**src/hw/rtl/vtcm_pkg.sv**
```systemverilog
// Shared types and constants of the value-to-colour overlay mapper.
`timescale 1ns / 1ps

package vtcm_pkg;

  localparam int COLORSCALE_ENTRIES = 256;
  localparam int MAX_PANES          = 32;
  localparam int CS_IDX_W           = $clog2(COLORSCALE_ENTRIES);
  localparam int PANE_ADDR_W        = $clog2(MAX_PANES);
  localparam int PANE_IDX_W         = $clog2(MAX_PANES + 1);
  localparam int QUEUE_DEPTH        = 4;
  localparam int QPTR_W             = $clog2(QUEUE_DEPTH);
  localparam int CFG_IDX_W          = 3;

  localparam logic [63:0] ROUND_Q32 = 64'h0000_0000_7D70_A3D7;
  localparam logic [CS_IDX_W-1:0] CS_LAST = CS_IDX_W'(COLORSCALE_ENTRIES - 1);

  typedef enum logic [1:0] {
    ACT_MAP        = 2'd0,
    ACT_CS_WRITE   = 2'd1,
    ACT_PANE_WRITE = 2'd2,
    ACT_UNUSED     = 2'd3
  } action_t;

  typedef enum logic [CFG_IDX_W-1:0] {
    REG_MODE       = 3'd0,
    REG_PANE_COUNT = 3'd1,
    REG_BOTTOM     = 3'd2,
    REG_TOP        = 3'd3,
    REG_FACTOR     = 3'd4
  } cfg_reg_t;

  typedef enum logic [2:0] {
    JOB_CS_WRITE,
    JOB_PANE_WRITE,
    JOB_MAP_CS,
    JOB_MAP_PANE,
    JOB_DROP
  } job_kind_t;

  typedef enum logic [2:0] {
    ST_IDLE,
    ST_MUL,
    ST_IDX,
    ST_CS_RD,
    ST_SEARCH,
    ST_PANE_RD
  } back_state_t;

  typedef struct packed {
    logic [1:0]         action;
    logic [23:0]        node_id;
    logic signed [31:0] value;
    logic               list_end;
    logic [7:0]         table_index;
    logic [23:0]        table_color;
    logic signed [31:0] table_threshold;
    logic               pane_colored;
  } in_item_t;

  typedef struct packed {
    logic [23:0] out_node_id;
    logic        shown;
    logic [7:0]  red;
    logic [7:0]  green;
    logic [7:0]  blue;
    logic        out_list_end;
  } out_item_t;

  typedef struct packed {
    job_kind_t          kind;
    logic [23:0]        node_id;
    logic               list_end;
    logic signed [31:0] value;
    logic [31:0]        diff;
    logic               first_entry;
    logic               last_entry;
    logic [7:0]         table_index;
    logic [23:0]        table_color;
    logic signed [31:0] table_threshold;
    logic               pane_colored;
  } job_t;

endpackage

```
**src/hw/rtl/vtcm_queue.sv**
```systemverilog
// Short job queue between the front end and the back end.
`timescale 1ns / 1ps

module vtcm_queue (
  input  logic            clk,
  input  logic            rst_n,
  input  logic            push,
  input  vtcm_pkg::job_t  push_data,
  output logic            full,
  input  logic            pop,
  output vtcm_pkg::job_t  head,
  output logic            empty
);
  import vtcm_pkg::*;

  job_t              mem_r [QUEUE_DEPTH];
  logic [QPTR_W-1:0] wr_ptr_r;
  logic [QPTR_W-1:0] wr_ptr_nxt;
  logic [QPTR_W-1:0] rd_ptr_r;
  logic [QPTR_W-1:0] rd_ptr_nxt;
  logic [QPTR_W:0]   count_r;
  logic [QPTR_W:0]   count_nxt;

  assign full  = (count_r == (QPTR_W + 1)'(QUEUE_DEPTH));
  assign empty = (count_r == '0);
  assign head  = mem_r[rd_ptr_r];

  always_comb begin
    wr_ptr_nxt = wr_ptr_r;
    rd_ptr_nxt = rd_ptr_r;
    count_nxt  = count_r;
    if (push) begin
      wr_ptr_nxt = (wr_ptr_r == QPTR_W'(QUEUE_DEPTH - 1)) ? '0 : wr_ptr_r + 1'b1;
    end
    if (pop) begin
      rd_ptr_nxt = (rd_ptr_r == QPTR_W'(QUEUE_DEPTH - 1)) ? '0 : rd_ptr_r + 1'b1;
    end
    if (push && !pop) begin
      count_nxt = count_r + 1'b1;
    end else if (pop && !push) begin
      count_nxt = count_r - 1'b1;
    end
  end

  always_ff @(posedge clk) begin
    if (!rst_n) begin
      wr_ptr_r <= '0;
      rd_ptr_r <= '0;
      count_r  <= '0;
    end else begin
      wr_ptr_r <= wr_ptr_nxt;
      rd_ptr_r <= rd_ptr_nxt;
      count_r  <= count_nxt;
    end
  end

  always_ff @(posedge clk) begin
    if (push) begin
      mem_r[wr_ptr_r] <= push_data;
    end
  end

endmodule

```
**config.mk**
```make
export PLATFORM = sky130hd
export DESIGN_NAME = vtcm_queue
export DESIGN_NICKNAME = d
export VERILOG_FILES = /design/src/hw/rtl/vtcm_pkg.sv /design/src/hw/rtl/vtcm_queue.sv
export SDC_FILE = /design/constraint.sdc
export NUM_CORES = 1
export LEC_CHECK = 0
export BUFFER_PORTS_ARGS = -buffer_cell sky130_fd_sc_hd__buf_4
export CORE_ASPECT_RATIO = 1.1
export CORE_MARGIN = 2
export CORE_UTILIZATION = 40
export DETAILED_ROUTE_END_ITERATION = 12
export PLACE_DENSITY = 0.57
export SLEW_MARGIN = 20
export SYNTH_ARGS = -nofsm -noshare
export SYNTH_HDL_FRONTEND = slang
export SYNTH_SLANG_ARGS = --single-unit
```
**constraint.sdc**
```tcl
create_clock -name clk -period 8 [get_ports clk]
set_input_delay 0.4 -clock clk [delete_from_list [all_inputs] [get_ports clk]]
set_output_delay 0.4 -clock clk [all_outputs]
set_load 0.005 [all_outputs]
```
# Word-level counts from Yosys, hierarchy flattened
# Memory sizes are Yosys's and may differ from the RTL's. A register that Yosys moved wholly into a read port is not among the register bits.
# Index checks and enable logic that the tools add are counted.
# classes
n_addsub	4
n_eq_ne	3
muxes	8
reduce_logical	6
# op_table
operator	n
two-way mux 2 bit	4
two-way mux 3 bit	2
adder 2 x 1 -> 2 bit, second input constant	2
== test 2 bit, second input constant	2
adder 3 x 1 -> 3 bit, second input constant	1
== test 3 bit, second input constant	1
logical NOT 3 bit	1
subtractor 3 x 1 -> 3 bit, second input constant	1
logical AND 1 bit	2
logical NOT 1 bit	2
two-way mux 1 bit	2
nonzero test 2 bit	1
# totals
reg_bits	7
ram_bits	636
in_bits	163
memories	1
# memory_table
memory	depth	word_bits	rd	rd_ports_with_merged_regs	wr	line_no	rtl
mem_r	4	159	1	1	1	vtcm_queue.sv:16	job_t mem_r [QUEUE_DEPTH];

# Depth between registers and ports, before layout
# depth
depth_word	4
ltp_mapped	7
mapped_depth_nobuf	7

# Worst setup path before layout
# No wires, ideal clock.
# synth_timing
path_kind	reg-to-reg
startpoint	reg wr_ptr_r[0]
endpoint	mem mem_r[0][0] in the netlist's numbering, enable pin
arrival_ns	4.174
path_slack_ns	3.289
stages_incl_launch_ff	4
path_cell_list	dfxtp_1 -> inv_1 -> ha_1 -> and2_1
# synth_lines
element	line_no	rtl
start: declaration	vtcm_queue.sv:17	logic [QPTR_W-1:0] wr_ptr_r;
start signal: assignment	vtcm_queue.sv:51	wr_ptr_r <= wr_ptr_nxt;
end: declaration	vtcm_queue.sv:16	
# Straight into the memory's write port.

==> metrics.md <==
| Metric | Value |
|---|---|
| Initial core utilization | slightly above 40% |
| Stages on worst setup path | 3 |
| DRT iter0 DRCs | 684 |
| Sequential Power Share | 51.7% |
| Routed len/inst | roughly 23 um |
| I/O Pins | 324 |
| Post-route ant nets | 0 |
| Max VDD drop | 166.5 uV |
| Layout cells sized above 1 | 40.18% |
| CP cell instances | buf_4 > mux4_2 > buf_4 |
| Final global-route overflow total | 0 |
| Critical path's slowest cell | buf_4 |
| WS Path Type | reg2out |
| Syn nets | about 1000 |
| Pleak | 10.20 nW |
| Number of global-route vias before repair | 12133 |
| Via density | between 5 and 6 |
| Ys Warns | 0 |
| Outcome | complete, no violations |
| Commonest cells after routing, fill and taps aside | edfxtp_1 (636), buf_4 (332), mux4_2 (159) |
| Nets | 1572 |
| Clk Latency, worst-skew pair | 0.58 ns |
| Power per Cell Area | 250.5 nW/um^2 |
| Initial antenna violation count | 4 |
| Seq/Total Area, Yosys | 82.39% |
| DRT Pass-1 Iters | 4 |
| Synth top area cells | edfxtp_1 (82%), mux4_2 (15%), dfxtp_1 (0.77%) |
| Synth Area per Inst | 26.74 um^2 |
| Hold WC Path Type | in2reg |
| Worst slew margin | 28.58% |
| Worst path required time | 7.60 ns |
| Max Buffers Root-to-Sink | 3 |
| Total number of vias | 11077 |
| Chip height | 257.7 um |
| Slowest stage delay, CP | 0.84 ns |
| H-tree depth | 3 |
| Critical Path End Type | primary output |
| Commonest non-fill, non-tap cell in the layout | edfxtp_1 |
| Crit path to | head[148] |
| WL final | 49530 um |
| RD Place Congestion | 0.7069 |
| CP Max Fanout | between 40 and 50 |
| Synth area leader | edfxtp_1 |
| Crit path buffers/inverters | 2 |
| TNS Setup | 0 ns |
| CP Data Arrival Time | 2.98 ns |
| Max_cap viols | 0 |
| Placed Area | between 20000 and 30000 um^2 |
| Root Buffer | clkbuf_16 |
| Chip width | 234.6 um |
| Hold Vio Cnt, Final | 0 |
| Worst R2R Start | wr_ptr_r[0] |
| Mapped cell area | 23400 um^2 |
| FP Rows | 92 |
| All-Layer GR Usage | 16.47% |
| # DRC | 0 |
| Share of Yosys cell area claimed by the top area cell type | ~80% |
| RSZ-0062 raised after global routing | no |
| Final min period | 3.380 ns |
| Area of the die | 60450 um^2 |
| Critical path's most frequent cell | buf_4 |
| Final worst-path cycle share | between 40% and 50% |
| Combinational share of power | 9.5% |
| Final setup vio count | 0 |
| CTS tree | built |
| Core ar. | 57560 um^2 |
| Internal power | 6.015 mW |
| Cell area after layout | 30300 um^2 |
| Tightest Pin Transition | 1.071 ns |
| Max-slew violations | 0 |
| RR Endpoint | mem_r[3][85] |
| Synthesized instance count | 875 |
| Maximum clock rate | about 0.30 GHz |
| Total CTS buffers | 68 |
| CTS sink count | 645 |
| Area growth syn-to-layout | 29.49% |
| Critical path launch point type | flip-flop |
| Top cell family by delay on the critical path | buffers and inverters |
| DPL Wire Length | 28330 um |
| First-pass GRT wire length | 74970 um |
| Clock skew | ~0.0095 ns |
| Psw | 1.574 mW |
| Synth unique cells | 21 |
| Clock power frac | about 39% |
| R2R cell count | 3 |
| Seq cells post-synth | between 600 and 700 |
| IO Port Bufs | 323 |
| Clk pin slew, worst setup/hold paths | 0.06 ns |
| Sw Share | 20.75% |
| Reg2Reg Setup Slack | 5.31 ns |
| Pin count of the biggest net entering global routing | roughly 110 |
-- what timing repair did --
action / in CTS / in global routing
resized for setup: 0 / 0
hold endpoints to repair: 632 / 0
buffers inserted: 0 / 0
hold buffers: 158 / 0
-- sequential cells by signal, indices dropped and copies added, names as in the netlist, named ones only --
register,count
count_r,3
wr_ptr_r,2
rd_ptr_r,2
mem_r,636
-- cell families (layout without fill, tap and decap cells) --
family	count (synthesis)	after routing	synth area share [%]
muxes	163	163	15.48
adders and majority gates	7	7	0.4064
DFF	645	645	82.39
other	0	3	0
AOI/OAI and AO/OA	3	3	0.08556
xor gates and xnor gates	2	2	0.07488
buffers and inverters	40	611	1.182
and+or+nand+nor	15	15	0.3850
-- how the worst min path moves through the flow --
stage | end | cells after the start | startpoint
6_report | mem_r[2][143] | 1 | push_data[143]
3_5_place_dp | count_r[2] | 2 | count_r[2]
3_3_place_gp | count_r[2] | 2 | count_r[2]
5_1_grt | mem_r[2][143] | 1 | push_data[143]
2_1_floorplan | count_r[2] | 2 | count_r[2]
4_1_cts | mem_r[2][143] | 1 | push_data[143]
-- cells in the mapped netlist --
master / count
nor2_1: 1
mux2i_1: 4
buf_6: 14
xor2_1: 1
clkbuf_1: 5
nor2b_1: 5
buf_2: 17
inv_1: 4
ha_1: 6
o21ai_0: 1
mux4_2: 159
o21a_1: 1
xnor2_1: 1
dfxtp_1: 9
and2_1: 5
nor3_1: 2
fa_1: 1
or3_1: 1
nor3b_1: 1
a21boi_0: 1
edfxtp_1: 636
-- layout make-up --
class,instances,area (um^2)
fill,4561,27260
sequential,645,19290
timing repair buffer,493,4134
multi-input combinational,190,3854
clock buffer,89,1844
tap,752,940.9
clock inverter,25,216.5
inverter,4,15.01
antenna,3,7.507
-- power groups by stage --
| stage | logic, mW | registers, mW | clock network, mW |
|---|---|---|---|
| floorplan | 0.314 | 3.99 | 0 |
| global placement | 0.665 | 3.99 | 0 |
| detailed placement | 0.671 | 4.00 | 0 |
| CTS | 0.743 | 3.93 | 3.03 |
| global route | 0.784 | 3.94 | 3.15 |
| finish | 0.724 | 3.92 | 2.94 |
-- stage by stage --
stage / util (%) / hold WS (ns) / total power, mW / setup slack, ns / std cells
floorplan: - / 0.4724 / 4.305 / 3.289 / 875
global placement: 46.27 / 0.4915 / 4.656 / 5.123 / 1925
detailed placement: 46.27 / 0.5066 / 4.669 / 5.079 / 1925
CTS: 52.59 / 0.002550 / 7.701 / 4.434 / 2197
global route: 52.64 / 0.02830 / 7.871 / 4.322 / 2200
finish: 52.64 / 0.04967 / 7.589 / 4.620 / 2201
-- layer usage --
metal | vias up | track usage [%] | routed length, um
met5 | - | 0 | 0
met4 | 0 | 5.274 | 1027
met3 | 78 | 4.789 | 3556
met2 | 323 | 25.96 | 23650
met1 | 5819 | 22.25 | 21300
li1 | 4857 | - | -
Power figures use the tool's default switching activity.
