<file path="src/hw/rtl/vtcm_pkg.sv">
// Shared types and constants of the value-to-colour overlay mapper.
`timescale 1ns / 1ps

package vtcm_pkg;

  localparam int COLORSCALE_ENTRIES = 256;
  localparam int MAX_PANES          = 32;
  localparam int CS_IDX_W           = $clog2(COLORSCALE_ENTRIES);
  localparam int PANE_ADDR_W        = $clog2(MAX_PANES);
  localparam int PANE_IDX_W         = $clog2(MAX_PANES + 1);
  localparam int QUEUE_DEPTH        = 4;
  localparam int QPTR_W             = $clog2(QUEUE_DEPTH);
  localparam int CFG_IDX_W          = 3;

  localparam logic [63:0] ROUND_Q32 = 64'h0000_0000_7D70_A3D7;
  localparam logic [CS_IDX_W-1:0] CS_LAST = CS_IDX_W'(COLORSCALE_ENTRIES - 1);

  typedef enum logic [1:0] {
    ACT_MAP        = 2'd0,
    ACT_CS_WRITE   = 2'd1,
    ACT_PANE_WRITE = 2'd2,
    ACT_UNUSED     = 2'd3
  } action_t;

  typedef enum logic [CFG_IDX_W-1:0] {
    REG_MODE       = 3'd0,
    REG_PANE_COUNT = 3'd1,
    REG_BOTTOM     = 3'd2,
    REG_TOP        = 3'd3,
    REG_FACTOR     = 3'd4
  } cfg_reg_t;

  typedef enum logic [2:0] {
    JOB_CS_WRITE,
    JOB_PANE_WRITE,
    JOB_MAP_CS,
    JOB_MAP_PANE,
    JOB_DROP
  } job_kind_t;

  typedef enum logic [2:0] {
    ST_IDLE,
    ST_MUL,
    ST_IDX,
    ST_CS_RD,
    ST_SEARCH,
    ST_PANE_RD
  } back_state_t;

  typedef struct packed {
    logic [1:0]         action;
    logic [23:0]        node_id;
    logic signed [31:0] value;
    logic               list_end;
    logic [7:0]         table_index;
    logic [23:0]        table_color;
    logic signed [31:0] table_threshold;
    logic               pane_colored;
  } in_item_t;

  typedef struct packed {
    logic [23:0] out_node_id;
    logic        shown;
    logic [7:0]  red;
    logic [7:0]  green;
    logic [7:0]  blue;
    logic        out_list_end;
  } out_item_t;

  typedef struct packed {
    job_kind_t          kind;
    logic [23:0]        node_id;
    logic               list_end;
    logic signed [31:0] value;
    logic [31:0]        diff;
    logic               first_entry;
    logic               last_entry;
    logic [7:0]         table_index;
    logic [23:0]        table_color;
    logic signed [31:0] table_threshold;
    logic               pane_colored;
  } job_t;

endpackage

</file>
<file path="src/hw/rtl/vtcm_front.sv">
// Front end: input stage that classifies each item and forms a job for the queue.
`timescale 1ns / 1ps

module vtcm_front (
  input  logic                clk,
  input  logic                rst_n,
  input  logic                in_valid,
  output logic                in_ready,
  input  vtcm_pkg::in_item_t  in_data,
  input  logic                colorscale_mode,
  input  logic signed [31:0]  scale_bottom,
  input  logic signed [31:0]  scale_top,
  output logic                q_push,
  output vtcm_pkg::job_t      q_data,
  input  logic                q_full
);
  import vtcm_pkg::*;

  logic               stg_valid_r;
  logic               stg_valid_nxt;
  in_item_t           stg_r;
  logic               advance;
  logic               unused_act;
  logic signed [31:0] v;
  logic signed [32:0] diff_full;
  logic               ge_top;
  logic               le_bottom;
  logic               neg_drop;

  assign unused_act = (stg_r.action == ACT_UNUSED);
  assign advance    = stg_valid_r && (unused_act || !q_full);
  assign in_ready   = !stg_valid_r || advance;
  assign q_push     = stg_valid_r && !unused_act && !q_full;

  always_comb begin
    stg_valid_nxt = stg_valid_r;
    if (advance) begin
      stg_valid_nxt = 1'b0;
    end
    if (in_valid && in_ready) begin
      stg_valid_nxt = 1'b1;
    end
  end

  always_ff @(posedge clk) begin
    if (!rst_n) begin
      stg_valid_r <= 1'b0;
    end else begin
      stg_valid_r <= stg_valid_nxt;
    end
  end

  always_ff @(posedge clk) begin
    if (in_valid && in_ready) begin
      stg_r <= in_data;
    end
  end

  always_comb begin
    v         = $signed(stg_r.value);
    diff_full = {scale_top[31], scale_top} - {v[31], v};
    ge_top    = (v >= scale_top);
    le_bottom = (v <= scale_bottom);
    neg_drop  = (scale_bottom == 32'sd0) && (v < 32'sd0);

    q_data                 = '0;
    q_data.node_id         = stg_r.node_id;
    q_data.list_end        = stg_r.list_end;
    q_data.value           = v;
    q_data.diff            = diff_full[31:0];
    q_data.first_entry     = ge_top;
    q_data.last_entry      = !ge_top && le_bottom;
    q_data.table_index     = stg_r.table_index;
    q_data.table_color     = stg_r.table_color;
    q_data.table_threshold = stg_r.table_threshold;
    q_data.pane_colored    = stg_r.pane_colored;

    case (stg_r.action)
      ACT_CS_WRITE: begin
        q_data.kind = JOB_CS_WRITE;
      end
      ACT_PANE_WRITE: begin
        q_data.kind = JOB_PANE_WRITE;
      end
      ACT_MAP: begin
        if (colorscale_mode) begin
          q_data.kind = neg_drop ? JOB_DROP : JOB_MAP_CS;
        end else begin
          q_data.kind = (v == 32'sd0) ? JOB_DROP : JOB_MAP_PANE;
        end
      end
      default: begin
        q_data.kind = JOB_DROP;
      end
    endcase
  end

endmodule

</file>
<file path="config.mk">
export PLATFORM = sky130hd
export DESIGN_NAME = vtcm_front
export DESIGN_NICKNAME = d
export VERILOG_FILES = /design/src/hw/rtl/vtcm_pkg.sv /design/src/hw/rtl/vtcm_front.sv
export SDC_FILE = /design/constraint.sdc
export NUM_CORES = 1
export LEC_CHECK = 0
export ABC_AREA = 1
export BUFFER_PORTS_ARGS = -buffer_cell sky130_fd_sc_hd__clkbuf_2
export CAP_MARGIN = 15
export CORE_MARGIN = 5
export CORE_UTILIZATION = 41
export CTS_CLUSTER_SIZE = 16
export DETAILED_ROUTE_END_ITERATION = 10
export GPL_TIMING_DRIVEN = 0
export HOLD_SLACK_MARGIN = 0.12
export PLACE_DENSITY = 0.8
export RECOVER_POWER = 100
export SYNTH_ARGS = -nofsm -noshare
export SYNTH_HDL_FRONTEND = slang
export SYNTH_SLANG_ARGS = --single-unit
</file>
<file path="constraint.sdc">
create_clock -name clk -period 9 [get_ports clk]
set_clock_uncertainty 0.1 [all_clocks]
set_input_delay 2.25 -clock clk [delete_from_list [all_inputs] [get_ports clk]]
set_output_delay 2.25 -clock clk [all_outputs]
set_load 0.02 [all_outputs]
</file>
# == Word-level counts from Yosys, hierarchy flattened ==
# Cells that the tools add are included.
# W data, S select, Z words.
# classes
addsub,1
magnitude_cmp,3
eq_ne,3
n_mux,6
reduce_logical,16
# op_table
op,count
$logic_not A32 Y1,2
$ge A32 B32 Y1,1
$le A32 B32 Y1,1
$lt A32 B1 Y1 const B,1
$sub A32 B32 Y32,1
$mux W3,3
$pmux W3 S3,1
$logic_and A1 B1 Y1,6
$eq A2 B2 Y1 const B,2
$logic_not A1 Y1,4
$eq A2 B1 Y1 const B,1
$logic_not A2 Y1,1
$logic_or A1 B1 Y1,2
$mux W1,2
$reduce_bool A2 Y1,1
# totals
reg_bits,125
in_bits,193

# == Longest topological paths before layout ==
# depth
word_depth,6
ltp_mapped,16
mapped_depth_nobuf,16

# == Worst setup path after synthesis ==
# Ideal clock, no wire load.
# synth_timing
path_kind,input-to-output
start,input port scale_top[0]
end,output port q_data[87] (netlist bit)
t_arrival_ps,3941
t_required_ps,6650
path_slack_ps,2709
stages,13
path_buffers,0
cell_sequence,inv_1 ha_1 fa_1 inv_1 nand2_1 nand2_1 nand3b_1 nand2_2 inv_1 o21bai_2 nand2_1 nand2_1 xor2_1
# synth_lines
item,line_no,rtl
start: declaration,vtcm_front.sv:12,"input logic signed [31:0] scale_top,"
end: declaration,vtcm_front.sv:14,"output vtcm_pkg::job_t q_data,"

# == Worst setup path in the final report ==
# layout_timing
start,input port q_full
end,"register stg_r, in the netlist q_data[142], enable pin"
# layout_via
elab_chain_cells,5
# layout_lines
item,line_no,rtl
start: declaration,vtcm_front.sv:15,input logic q_full
$logic_not A1 Y1,vtcm_front.sv:31,assign advance = stg_valid_r && (unused_act || !q_full);
$logic_or A1 B1 Y1,vtcm_front.sv:31,
$logic_and A1 B1 Y1,vtcm_front.sv:31,
$logic_or A1 B1 Y1,vtcm_front.sv:32,assign in_ready = !stg_valid_r || advance;
$logic_and A1 B1 Y1,vtcm_front.sv:54,if (in_valid && in_ready) begin
end signal: assignment,vtcm_front.sv:55,stg_r <= in_data;
end: declaration,vtcm_front.sv:21,in_item_t stg_r;
# No other way between the ends.
# A chain may end at the register's enable or synchronous reset.

==> summary.txt <==
Logic synthesis
  • Synth async-reset ratio: 0
  • Cell variety after synth: 34
  • Post-synth top area share: 0.467
  • Area leader, netlist: edfxtp_1
  • Most common cell in the netlist: nand2_1
  • #FFs+latches synth: 125
  • Number of enable flip-flop cells after synthesis: 124
  • Net Count, Synth: 1,111
  • Ys flop type: edfxtp_1
  • Synth Instances: 853
  • Synth warnings: 0
  • Synth cell count leaders: nand2_1, inv_1, edfxtp_1
  • Post-Syn Area: 7970 um2
  • Synth area leaders: edfxtp_1, buf_4, ha_1
  • Post-synthesis sequential area ratio: 0.470
  • Syn avg cell area: 9.35 um2

Die
  • Site Rows: 51
  • Chip Height: 149 um
  • IO Count: 354
  • CORE AREA: 19,300 um2
  • Die W: 149 um
  • Die area: 22,300 um2
  • Initial Util: 0.414

Layout
  • Post-Layout Inst Area: 10,400 um2
  • Area Overhead vs Synth: 31.0%
  • Finished Core Util: 0.542
  • Nets: 1,484
  • Share of cells above drive strength 1: 0.302
  • # diodes: 0

Timing
  • RSZ-0062 raised after global routing: false
  • Minimum clock period: 7.08 ns
  • Post-route setup TNS: 0 ns
  • Crit share post-route: 0.787
  • Setup Viol. Count Final: 0
  • Slew Limit Headroom: -1.71
  • Hold Fails Final Rpt: 0
  • Fmax: 141 MHz
  • Hold slack: 0.521 ns
  • Worst-margin pin slew: 4.06 ns
  • Max Slew Vio Count: 127

Worst setup path
  • CP required: 8.81 ns
  • CP max stage delay: 2.95 ns
  • Startpoint types: primary input
  • Critical path class: primary input to register
  • Crit path max fanout: 78
  • Critical path endpoint category: register
  • Most frequent CP cell: clkbuf_1
  • Crit path DAT: 6.89 ns
  • Slowest cell on crit path: clkbuf_1
  • Critical-path cell list: clkbuf_1 > nand3_1 > nand2_1 > clkinvlp_2 > clkbuf_1

Clock tree
  • CTS resizes: 0
  • CTS H-tree depth: 4
  • Worst skew pair latency: 0.39 ns
  • Clock-pin slew on the worst setup and hold paths: 0.06 ns
  • Num CTS Buffers: 17
  • # hold bufs at CTS: 0
  • Clock tree root driver cell: clkbuf_16
  • CTS tree: built
  • CTS Sinks: 125
  • Total setup buffers inserted after CTS: 0
  • CTS Buffer Depth: 2

Drt
  • Initial DRC count: 243
  • Detailed Routing Iterations Pass 1: 5
  • Routed WL per cell: 16.6 um
  • Final WL: 24,900 um
  • DR DRC count: 0
  • Routed Antenna Nets: 0
  • Vias per cell: 4.61
  • Vias: 6,936

Run status
  • Status: finished, violations left
  • Violated checks: capacitance limit, slew limit

Placed design
  • Port Buffers: 353
  • Placement Cell Area: 10,100 um2
  • Post-detail-place hpwl: 20,900 um
  • Final RePlAce weighted congestion: 1.01

Pwr
  • Static Leakage: 5.08 nW
  • Pwr dens: 177 nW/um2
  • Pwr Total: 1.84 mW
  • Peak supply drop: 0.000146 V

GRT
  • All-Layer GR Usage: 0.218
  • Largest net degree at the start of global routing: 79
  • Initial antenna violation count: 0
  • First-pass GRT wire length: 37,100 um
  • Number of global-route vias before repair: 7,062
  • Aggregate global routing overflow: 0

Run
  • Maxcap violations: 2

Worst hold path
  • Worst min path class: register to register
[sequential cells by signal, indices dropped and copies added (netlist names)]
| register | count |
|---|---|
| stg_valid_r | 1 |
| q_data | 90 |
| stg_r | 2 |
| v | 32 |
[power breakdown]
group,switching [mW],leakage [nW],internal [mW]
Clock,0.272,0.279,0.413
Sequential,0.0213,1.21,0.687
Combinational,0.284,3.59,0.166
[layout make-up]
cell class / instances / area [um2]
fillers: 1842 / 8830
plain buffers: 123 / 923
inverters: 131 / 493
clock inverters: 14 / 160
repair buffers: 354 / 1580
clock buffers: 17 / 425
flip-flops and latches: 125 / 3740
multi-input cells: 474 / 2780
well taps: 265 / 332
[worst max-delay path: cells and delay by family]
family / cells / cell delay, ns
buffers and inverters: 3 / 4.32
AND/OR/NAND/NOR: 2 / 0.28
[placed cells by master, fill, tap and decap left out, types with 2 or more instances in the layout]
cell / count
a21boi_0: 2
a21o_1: 5
a21oi_1: 51
buf_4: 113
bufinv_16: 2
clkbuf_1: 150
clkbuf_16: 17
clkbuf_2: 204
clkbuf_4: 10
clkinv_4: 2
clkinvlp_4: 3
edfxtp_1: 124
ha_1: 64
inv_1: 126
inv_2: 4
inv_6: 5
nand2_1: 161
nand2_2: 6
nand3_1: 23
nand3b_1: 2
nand4_1: 14
nor2_1: 65
nor2_4: 2
nor3_1: 11
nor4_1: 10
o21a_1: 2
o21ai_0: 18
o21ai_1: 2
o21bai_1: 7
xnor2_1: 6
xor2_1: 16
[logic make-up (layout without fill, tap and decap cells)]
kind of cell,Yosys count,after routing,share of synthesized area
and+or+nand+nor,297,297,0.160
buffers and inverters,254,639,0.178
xor gates and xnor gates,22,22,0.0242
DFF,125,125,0.470
adders and majority gates,65,65,0.103
AOI/OAI and AO/OA,90,90,0.0658
[path summary, 6_finish.rpt]
path | startpoint | to | slack (ns) | cells after the start
worst max register to register | stg_r[122]$_DFFE_PP_ | q_data[142]$_DFFE_PP_ | 3.39 | 5
worst min-delay path | stg_valid_r$_SDFFE_PN0P_ | stg_valid_r$_SDFFE_PN0P_ | 0.52 | 2
worst max-delay path | q_full | q_data[142]$_DFFE_PP_ | 1.92 | 5
worst min register to register | stg_valid_r$_SDFFE_PN0P_ | stg_valid_r$_SDFFE_PN0P_ | 0.52 | 2
[metrics by stage]
stage	setup WS, ns	instances
after floorplan	2.71	853
after global placement	2.39	1471
after detailed placement	2.35	1472
after CTS	2.34	1503
after global routing	1.42	1503
final	1.92	1503
[routing by layer]
layer	track usage	wire, um	vias up
met5	0	0	-
met4	0.0883	863	0
met3	0.0609	2130	39
met2	0.393	13100	264
met1	0.241	8840	3176
li1	-	-	3457
Note: power is estimated with default switching activity, not from simulation.
